$ cat src/design/wvf_pkg.sv
`timescale 1ns / 1ps
// ----------------------------------------------------------------------------
// wvf_pkg: shared types and constants of the windowed mode vote filter
// Payload structs, scan token, register indexes and FSM states.
// ----------------------------------------------------------------------------
package wvf_pkg;

  // Counter and bin width; every counter saturates at its all-ones value
  localparam int unsigned CNT_W   = 6;
  localparam logic [CNT_W-1:0] CNT_MAX = {CNT_W{1'b1}};

  // Bin index width covers the largest supported bin count (64)
  localparam int unsigned BIN_W = 6;

  // Configuration port
  localparam int unsigned CFG_IDX_W  = 2;
  localparam int unsigned CFG_DATA_W = 12;

  typedef enum logic [CFG_IDX_W-1:0] {
    REG_IMAGE_ROWS    = 2'd0,
    REG_HOLDOFF_LIMIT = 2'd1,
    REG_WINDOW_LIMIT  = 2'd2
  } wvf_reg_e;

  localparam logic [11:0] IMAGE_ROWS_RST    = 12'd480;
  localparam logic [5:0]  HOLDOFF_LIMIT_RST = 6'd12;
  localparam logic [5:0]  WINDOW_LIMIT_RST  = 6'd12;

  // Input transaction
  typedef struct packed {
    logic [3:0]  item_count;
    logic [11:0] box_height;
    logic        present;
  } wvf_in_t;

  // Output transaction
  typedef struct packed {
    logic       accepted;
    logic       vote_valid;
    logic [3:0] voted_count;
  } wvf_out_t;

  // Running maximum handed from cell to cell during a vote
  typedef struct packed {
    logic             vld;
    logic [CNT_W-1:0] freq;
    logic [BIN_W-1:0] idx;
  } wvf_scan_t;

  typedef enum logic [1:0] {
    ST_IDLE = 2'd0,
    ST_SCAN = 2'd1,
    ST_EMIT = 2'd2
  } wvf_state_e;

endpackage

$ cat src/design/wvf_cell.sv
`timescale 1ns / 1ps
// ----------------------------------------------------------------------------
// wvf_cell: one histogram bin of the vote chain
// Holds a saturating bin counter and passes the running maximum on to the
// next cell, replacing it when its own bin is strictly larger.
// ----------------------------------------------------------------------------
module wvf_cell
  import wvf_pkg::*;
#(
  parameter int unsigned CELL_IDX = 0
) (
  input  logic             clk_i,
  input  logic             rst_ni,
  input  logic             inc_i,
  input  logic [BIN_W-1:0] bin_sel_i,
  input  logic             clr_i,
  input  wvf_scan_t        scan_i,
  output wvf_scan_t        scan_o
);

  logic [CNT_W-1:0] bin_q, bin_d;
  logic             scan_vld_q;
  logic [CNT_W-1:0] scan_freq_q, scan_freq_d;
  logic [BIN_W-1:0] scan_idx_q, scan_idx_d;
  logic             hit;

  // Bin update: clear after a vote, else saturating increment on a hit
  assign hit = inc_i && (bin_sel_i == BIN_W'(CELL_IDX));

  always_comb begin
    bin_d = bin_q;
    if (clr_i) begin
      bin_d = '0;
    end else if (hit && (bin_q != CNT_MAX)) begin
      bin_d = bin_q + 1'b1;
    end
  end

  always_ff @(posedge clk_i or negedge rst_ni) begin
    if (!rst_ni) begin
      bin_q <= '0;
    end else begin
      bin_q <= bin_d;
    end
  end

  // Take over the maximum only when strictly larger, so ties keep the lower bin
  always_comb begin
    scan_freq_d = scan_i.freq;
    scan_idx_d  = scan_i.idx;
    if (bin_q > scan_i.freq) begin
      scan_freq_d = bin_q;
      scan_idx_d  = BIN_W'(CELL_IDX);
    end
  end

  always_ff @(posedge clk_i or negedge rst_ni) begin
    if (!rst_ni) begin
      scan_vld_q <= 1'b0;
    end else begin
      scan_vld_q <= scan_i.vld;
    end
  end

  always_ff @(posedge clk_i) begin
    scan_freq_q <= scan_freq_d;
    scan_idx_q  <= scan_idx_d;
  end

  assign scan_o.vld  = scan_vld_q;
  assign scan_o.freq = scan_freq_q;
  assign scan_o.idx  = scan_idx_q;

endmodule

$ cat src/design/windowed_mode_vote_filter.sv
`timescale 1ns / 1ps
// ----------------------------------------------------------------------------
// windowed_mode_vote_filter: per-frame count histogram with mode vote
// Gates frames on height, hold-off and presence, bins qualifying counts and
// votes the most frequent count when the window completes.
// ----------------------------------------------------------------------------
// One transaction per frame, one result per transaction. A frame that does
// not close a window goes straight to the EMIT state, which loads the result
// once the output register is free. A frame that closes a window passes SCAN
// first: the vote walks a running maximum down the row of COUNT_BINS bin
// cells, one cell per cycle, then clears the bins. The input is stalled while
// a frame is in work; the next frame is taken while the previous result still
// waits in the output register.
// ----------------------------------------------------------------------------
module windowed_mode_vote_filter
  import wvf_pkg::*;
#(
  parameter int unsigned COUNT_BINS = 16
) (
  input  logic                  clk_i,
  input  logic                  rst_ni,
  input  logic                  in_valid_i,
  output logic                  in_stall_o,
  input  wvf_in_t               in_data_i,
  output logic                  out_valid_o,
  input  logic                  out_stall_i,
  output wvf_out_t              out_data_o,
  input  logic                  cfg_we_i,
  input  logic [CFG_IDX_W-1:0]  cfg_idx_i,
  input  logic [CFG_DATA_W-1:0] cfg_data_i
);

  wvf_state_e state_q, state_d;

  logic [11:0]      image_rows_q;
  logic [5:0]       holdoff_limit_q;
  logic [5:0]       window_limit_q;
  logic [CNT_W-1:0] holdoff_q, holdoff_d;
  logic [CNT_W-1:0] sample_q, sample_d;

  logic             in_fire;
  logic             qualify;
  logic             vote;
  logic [BIN_W-1:0] bin_sel;
  logic             launch_q;
  logic             scan_done;
  logic             clr_bins;
  logic             res_load;

  logic             res_acc_q;
  logic             res_vote_q;
  logic [3:0]       res_voted_q;

  logic             out_valid_q;
  wvf_out_t         out_q;

  wvf_scan_t        chain [COUNT_BINS+1];

  // Configuration writes; unknown indexes are dropped
  always_ff @(posedge clk_i or negedge rst_ni) begin
    if (!rst_ni) begin
      image_rows_q    <= IMAGE_ROWS_RST;
      holdoff_limit_q <= HOLDOFF_LIMIT_RST;
      window_limit_q  <= WINDOW_LIMIT_RST;
    end else if (cfg_we_i) begin
      unique case (cfg_idx_i)
        REG_IMAGE_ROWS:    image_rows_q    <= cfg_data_i;
        REG_HOLDOFF_LIMIT: holdoff_limit_q <= cfg_data_i[5:0];
        REG_WINDOW_LIMIT:  window_limit_q  <= cfg_data_i[5:0];
        default: ;
      endcase
    end
  end

  // Frame gate and window check
  assign in_fire = in_valid_i && !in_stall_o;
  assign qualify = (in_data_i.box_height > {1'b0, image_rows_q[11:1]}) &&
                   (holdoff_q > holdoff_limit_q) && in_data_i.present;
  assign vote    = qualify && (sample_q > window_limit_q);

  // Clamp the count to the last bin
  always_comb begin
    if ({3'b000, in_data_i.item_count} >= 7'(COUNT_BINS)) begin
      bin_sel = BIN_W'(COUNT_BINS - 1);
    end else begin
      bin_sel = {2'b00, in_data_i.item_count};
    end
  end

  // Hold-off and sample counters
  always_comb begin
    holdoff_d = holdoff_q;
    sample_d  = sample_q;
    if (in_fire) begin
      if (vote) begin
        holdoff_d = '0;
        sample_d  = '0;
      end else if (qualify) begin
        if (sample_q != CNT_MAX) begin
          sample_d = sample_q + 1'b1;
        end
      end else if (holdoff_q != CNT_MAX) begin
        holdoff_d = holdoff_q + 1'b1;
      end
    end
  end

  always_ff @(posedge clk_i or negedge rst_ni) begin
    if (!rst_ni) begin
      holdoff_q <= '0;
      sample_q  <= '0;
    end else begin
      holdoff_q <= holdoff_d;
      sample_q  <= sample_d;
    end
  end

  // Row of bin cells; the scan token enters at cell zero
  assign chain[0].vld  = launch_q;
  assign chain[0].freq = '0;
  assign chain[0].idx  = '0;

  for (genvar g = 0; g < COUNT_BINS; g++) begin : g_cell
    wvf_cell #(
      .CELL_IDX (g)
    ) u_cell (
      .clk_i     (clk_i),
      .rst_ni    (rst_ni),
      .inc_i     (in_fire && qualify),
      .bin_sel_i (bin_sel),
      .clr_i     (clr_bins),
      .scan_i    (chain[g]),
      .scan_o    (chain[g+1])
    );
  end

  assign scan_done = (state_q == ST_SCAN) && chain[COUNT_BINS].vld;

  // Next state
  always_comb begin
    state_d = state_q;
    unique case (state_q)
      ST_IDLE: begin
        if (in_fire) begin
          state_d = vote ? ST_SCAN : ST_EMIT;
        end
      end
      ST_SCAN: begin
        if (scan_done) begin
          state_d = ST_EMIT;
        end
      end
      ST_EMIT: begin
        if (res_load) begin
          state_d = ST_IDLE;
        end
      end
      default: state_d = ST_IDLE;
    endcase
  end

  // State outputs
  always_comb begin
    in_stall_o = 1'b1;
    clr_bins   = 1'b0;
    res_load   = 1'b0;
    unique case (state_q)
      ST_IDLE: in_stall_o = 1'b0;
      ST_SCAN: clr_bins   = scan_done;
      ST_EMIT: res_load   = !out_valid_q || !out_stall_i;
      default: ;
    endcase
  end

  always_ff @(posedge clk_i or negedge rst_ni) begin
    if (!rst_ni) begin
      state_q  <= ST_IDLE;
      launch_q <= 1'b0;
    end else begin
      state_q  <= state_d;
      launch_q <= in_fire && vote;
    end
  end

  // Hold the pending result of the frame in work
  always_ff @(posedge clk_i) begin
    if (in_fire) begin
      res_acc_q   <= qualify;
      res_vote_q  <= vote;
      res_voted_q <= '0;
    end else if (scan_done) begin
      res_voted_q <= chain[COUNT_BINS].idx[3:0];
    end
  end

  // Output register
  always_ff @(posedge clk_i or negedge rst_ni) begin
    if (!rst_ni) begin
      out_valid_q <= 1'b0;
    end else if (res_load) begin
      out_valid_q <= 1'b1;
    end else if (!out_stall_i) begin
      out_valid_q <= 1'b0;
    end
  end

  always_ff @(posedge clk_i) begin
    if (res_load) begin
      out_q.accepted    <= res_acc_q;
      out_q.vote_valid  <= res_vote_q;
      out_q.voted_count <= res_voted_q;
    end
  end

  assign out_valid_o = out_valid_q;
  assign out_data_o  = out_q;

endmodule

$ cat config.mk
export PLATFORM = sky130hd
export DESIGN_NAME = windowed_mode_vote_filter
export DESIGN_NICKNAME = d
export VERILOG_FILES = /design/src/design/wvf_pkg.sv /design/src/design/wvf_cell.sv /design/src/design/windowed_mode_vote_filter.sv
export SDC_FILE = /design/constraint.sdc
export NUM_CORES = 1
export LEC_CHECK = 0
export ABC_AREA = 1
export BUFFER_PORTS_ARGS = -buffer_cell sky130_fd_sc_hd__buf_2
export CAP_MARGIN = 40
export CORE_UTILIZATION = 40
export DETAILED_ROUTE_END_ITERATION = 8
export REMOVE_ABC_BUFFERS = 1
export SLEW_MARGIN = 20
export SYNTH_ARGS = -nofsm -noshare
export SYNTH_HDL_FRONTEND = slang
export SYNTH_SLANG_ARGS = --single-unit
$ cat constraint.sdc
create_clock -name clk_i -period 2.9 [get_ports clk_i]
set_input_delay 0.435 -clock clk_i [delete_from_list [all_inputs] [get_ports clk_i]]
set_output_delay 0.435 -clock clk_i [all_outputs]
set_load 0.03 [all_outputs]
==> run summary <==
Total global-route track usage: 17.24%
Syn Inst Count: 1,840
Leakage: 8.988 nW
Die ar.: 39,030 sq um
Die Height: 197.6 um
Mux contribution to synthesized area: 0%
Root Buffer Master: clkbuf_16
Sequential power share: 46.4%
Final Net Count: 2,066
WL/cell: 13.10 um
CTS Buf Count: 35
Worst vdd ir: 0.0004305 V
Status: finished, final reports clean
DRC: 0
Critical Path End: holdoff_q[3]$_DFFE_PN0P_
Detailed Routing Iterations Pass 1: 6
Global-route wire length before repair: 55.31 mm
Number of fill cells: 3,658
Vias per Instance: 4.766
Clk_skew: 0.01796 ns
Top post-synthesis cells by area: dfrtp_1 23%, dfxtp_1 19%, ha_1 11%
FF-to-FF path depth: 13
Setup crit end kind: flip-flop
Count of different cell masters after synthesis: 39
P_int: 7.255 mW
Placeable Area: 37,670 sq um
Synth Area per Inst: 8.314 sq um
Largest family of logic cells by synthesized area: simple AND/OR/NAND/NOR gates
Dominant cell type by area after synthesis: dfrtp_1
Htree depth: 2
Worst EP required: 3.29 ns
Post-synthesis xor/xnor area fraction: 3.779%
Most frequent cells after synthesis: 388 x nand2_1, 315 x inv_1, 212 x nand3_1, 143 x dfrtp_1, 143 x dfxtp_1
F_max: 390.9 MHz
Data arrival time of the critical path: 2.95 ns
Initial antenna violation count: 0
Tcrit/Tclk final: 88.20%
Metal-1 WL: 15.06 mm
Crit Reg-Reg Endpoint: holdoff_q[3]$_DFFE_PN0P_
Synth Area in Adders: 10.80%
Detailed-route via count: 11,610
IO Pins: 44
Clock Sinks: 302
R2r setup slk: 0.34 ns
Final global-route overflow total: 0
RSZ-0062 raised after global routing: no
Cells after DPL: 2,371
Final min period: 2.558 ns
Final setup vio count: 0
Drt total wl: 31.89 mm
Initial core utilization: 40.62%
Synth async-reset ratio: 50.00%
Routed wl met2: 15.02 mm
Post-synth EDFFs: 8
Synth Area in Compound Gates: 6.608%
Clk pin slew, worst setup/hold paths: 0.06 ns
Clock Latency Late Sink: 0.52 ns
Reg-to-Reg Start: image_rows_q[8]$_DFFE_PN1P_
Combinational Power Share: 3.9%
Sum Neg Setup Slack: 0 ns
CTS resizes: 0
Critical Path Start: image_rows_q[8]$_DFFE_PN1P_
Register area: 6892 sq um
Vias in the first global route: 11,500
Seq/Total Area, Yosys: 45.05%
Iteration-0 DRC Markers: 522
Simple logic cell fraction of the synthesized area: 24.76%
Clock share of power: 49.7%
Psw: 1.980 mW
Main synth FF type: dfxtp_1
Multi-input logic area: 7041 sq um
Area grow syn2layout: 13.27%
Crit path launch type: flip-flop
Sw Ratio: 21.44%
CTS tree: done
Largest net degree at the start of global routing: 90
Fin cells: 2,435
Final ANT Viol Nets: 0
Hpwl dp: 22.90 mm
Most common cell in the netlist: nand2_1
Clock tree buffer depth: 3
Number of diodes: 0
Register bit total from synthesis: 302
HP Class: in2reg
Power Dens Cells: 532.9 nW/um^2
Pins Over Slew Limit: 0
Crit Path Category: reg2reg
RD Place Congestion: 0.8304
Input/output buffers: 43
Slew HR: 51.67%
Yosys top cell area share: 23.39%
Share of cells above drive strength 1: 9.200%
Fin. Hold Viols: 0
Core Rows: 71
Die W: 197.6 um
Measured slew at the worst slew-check pin: 0.7229 ns
Ys Warns: 0
Metal3 WL: 1.038 mm
Post-Syn Area: 15,300 sq um
Max Cap Viol: 0
Top layer reached by signal wires: met4
Crit-path max FO: 19
Hold Startpoint: out_stall_i
## cell usage in the layout, fill, tap and decap left out, drive strengths merged, types with 8 or more instances in the layout
| master | instances |
|---|---|
| edfxtp | 8 |
| buf | 55 |
| nor2 | 90 |
| dfstp | 8 |
| nor3 | 44 |
| dfxtp | 143 |
| nand3 | 215 |
| nand3b | 9 |
| or2 | 23 |
| xor2 | 65 |
| o211ai | 14 |
| nand4 | 20 |
| o21ai | 120 |
| clkbuf | 55 |
| nand2 | 389 |
| dfrtp | 143 |
| inv | 319 |
| a21oi | 58 |
| ha | 132 |
## per-layer routing
layer	track usage, %	up-vias
met3	2.510	59
met5	0	-
met2	28.85	167
met4	5.800	0
li1	-	6005
met1	22.74	5375
## registers in the layout (all words and copies together), names as in the netlist, 11 cells and up
name                       count
g_cell.u_cell.scan_idx_q      49
image_rows_q                  11
g_cell.u_cell.bin_q           96
g_cell.u_cell.scan_freq_q     90
g_cell.u_cell.scan_vld_q      16
## per-stage QoR
| stage | setup WS [ns] | util, % | total power [mW] | hold WS (ns) | area, sq um |
|---|---|---|---|---|---|
| global placement | 0.3654 | 42.74 | 4.720 | 0.3351 | 16100 |
| CTS | 0.2963 | 46.01 | 9.366 | 0.1471 | 17330 |
| global route | 0.08072 | 46.01 | 9.608 | 0.1768 | 17330 |
| finish | 0.3421 | 46.01 | 9.235 | 0.1693 | 17330 |
| detailed placement | 0.3294 | 42.74 | 4.731 | 0.3358 | 16100 |
| floorplan | -1.392 | - | 4.578 | 0.1394 | 15120 |
## cells by family after synthesis
logic type,Yosys count
and+or+nand+nor,791
xor gates and xnor gates,66
buffers and inverters,355
AOI/OAI and AO/OA,194
DFF,302
adders and majority gates,132
## critical path, stage by stage, from the launching register on
cell     delay [ns]
dfstp_2        0.51
inv_1          0.05
ha_1           0.28
nand2_1        0.11
nor2_1         0.05
nand3_1        0.10
nand3_1        0.13
nor2_4         0.14
buf_4          0.40
nand2_1        0.13
nand2_1        0.24
nand2_2        0.15
nand2_1        0.09
nand2_1        0.05
## power groups by stage
stage | clock network (mW) | logic (mW) | registers, mW
floorplan | 0 | 0.216 | 4.36
global placement | 0 | 0.353 | 4.37
detailed placement | 0 | 0.363 | 4.37
CTS | 4.71 | 0.367 | 4.28
global route | 4.90 | 0.417 | 4.29
finish | 4.59 | 0.358 | 4.29
## area by class of cell
class | instances | share of cell area, %
clock inverter | 8 | 0.6859
multi-input combinational | 1183 | 40.63
clock buffer | 55 | 6.368
inverter | 320 | 6.931
tap | 511 | 3.690
sequential | 302 | 39.77
timing repair buffer | 56 | 1.928
## worst min path at each step
stage / end / slack [ns] / cells past startpoint
final: out_valid_o$_DFFE_PN0P_ / 0.17 / 3
after floorplan: g_cell[0].u_cell.bin_q[0]$_DFFE_PN0P_ / 0.14 / 0
after global placement: g_cell[7].u_cell.scan_vld_q$_DFF_PN0_ / 0.34 / 0
after CTS: out_valid_o$_DFFE_PN0P_ / 0.15 / 3
after global routing: out_valid_o$_DFFE_PN0P_ / 0.18 / 3
after detailed placement: g_cell[15].u_cell.scan_vld_q$_DFF_PN0_ / 0.34 / 0
## repair_timing
item / CTS / global route
buffers inserted: 0 / 0
endpoints found under the hold margin: 34 / 0
hold buffers: 1 / 0
(Power assumes the default switching activity.)
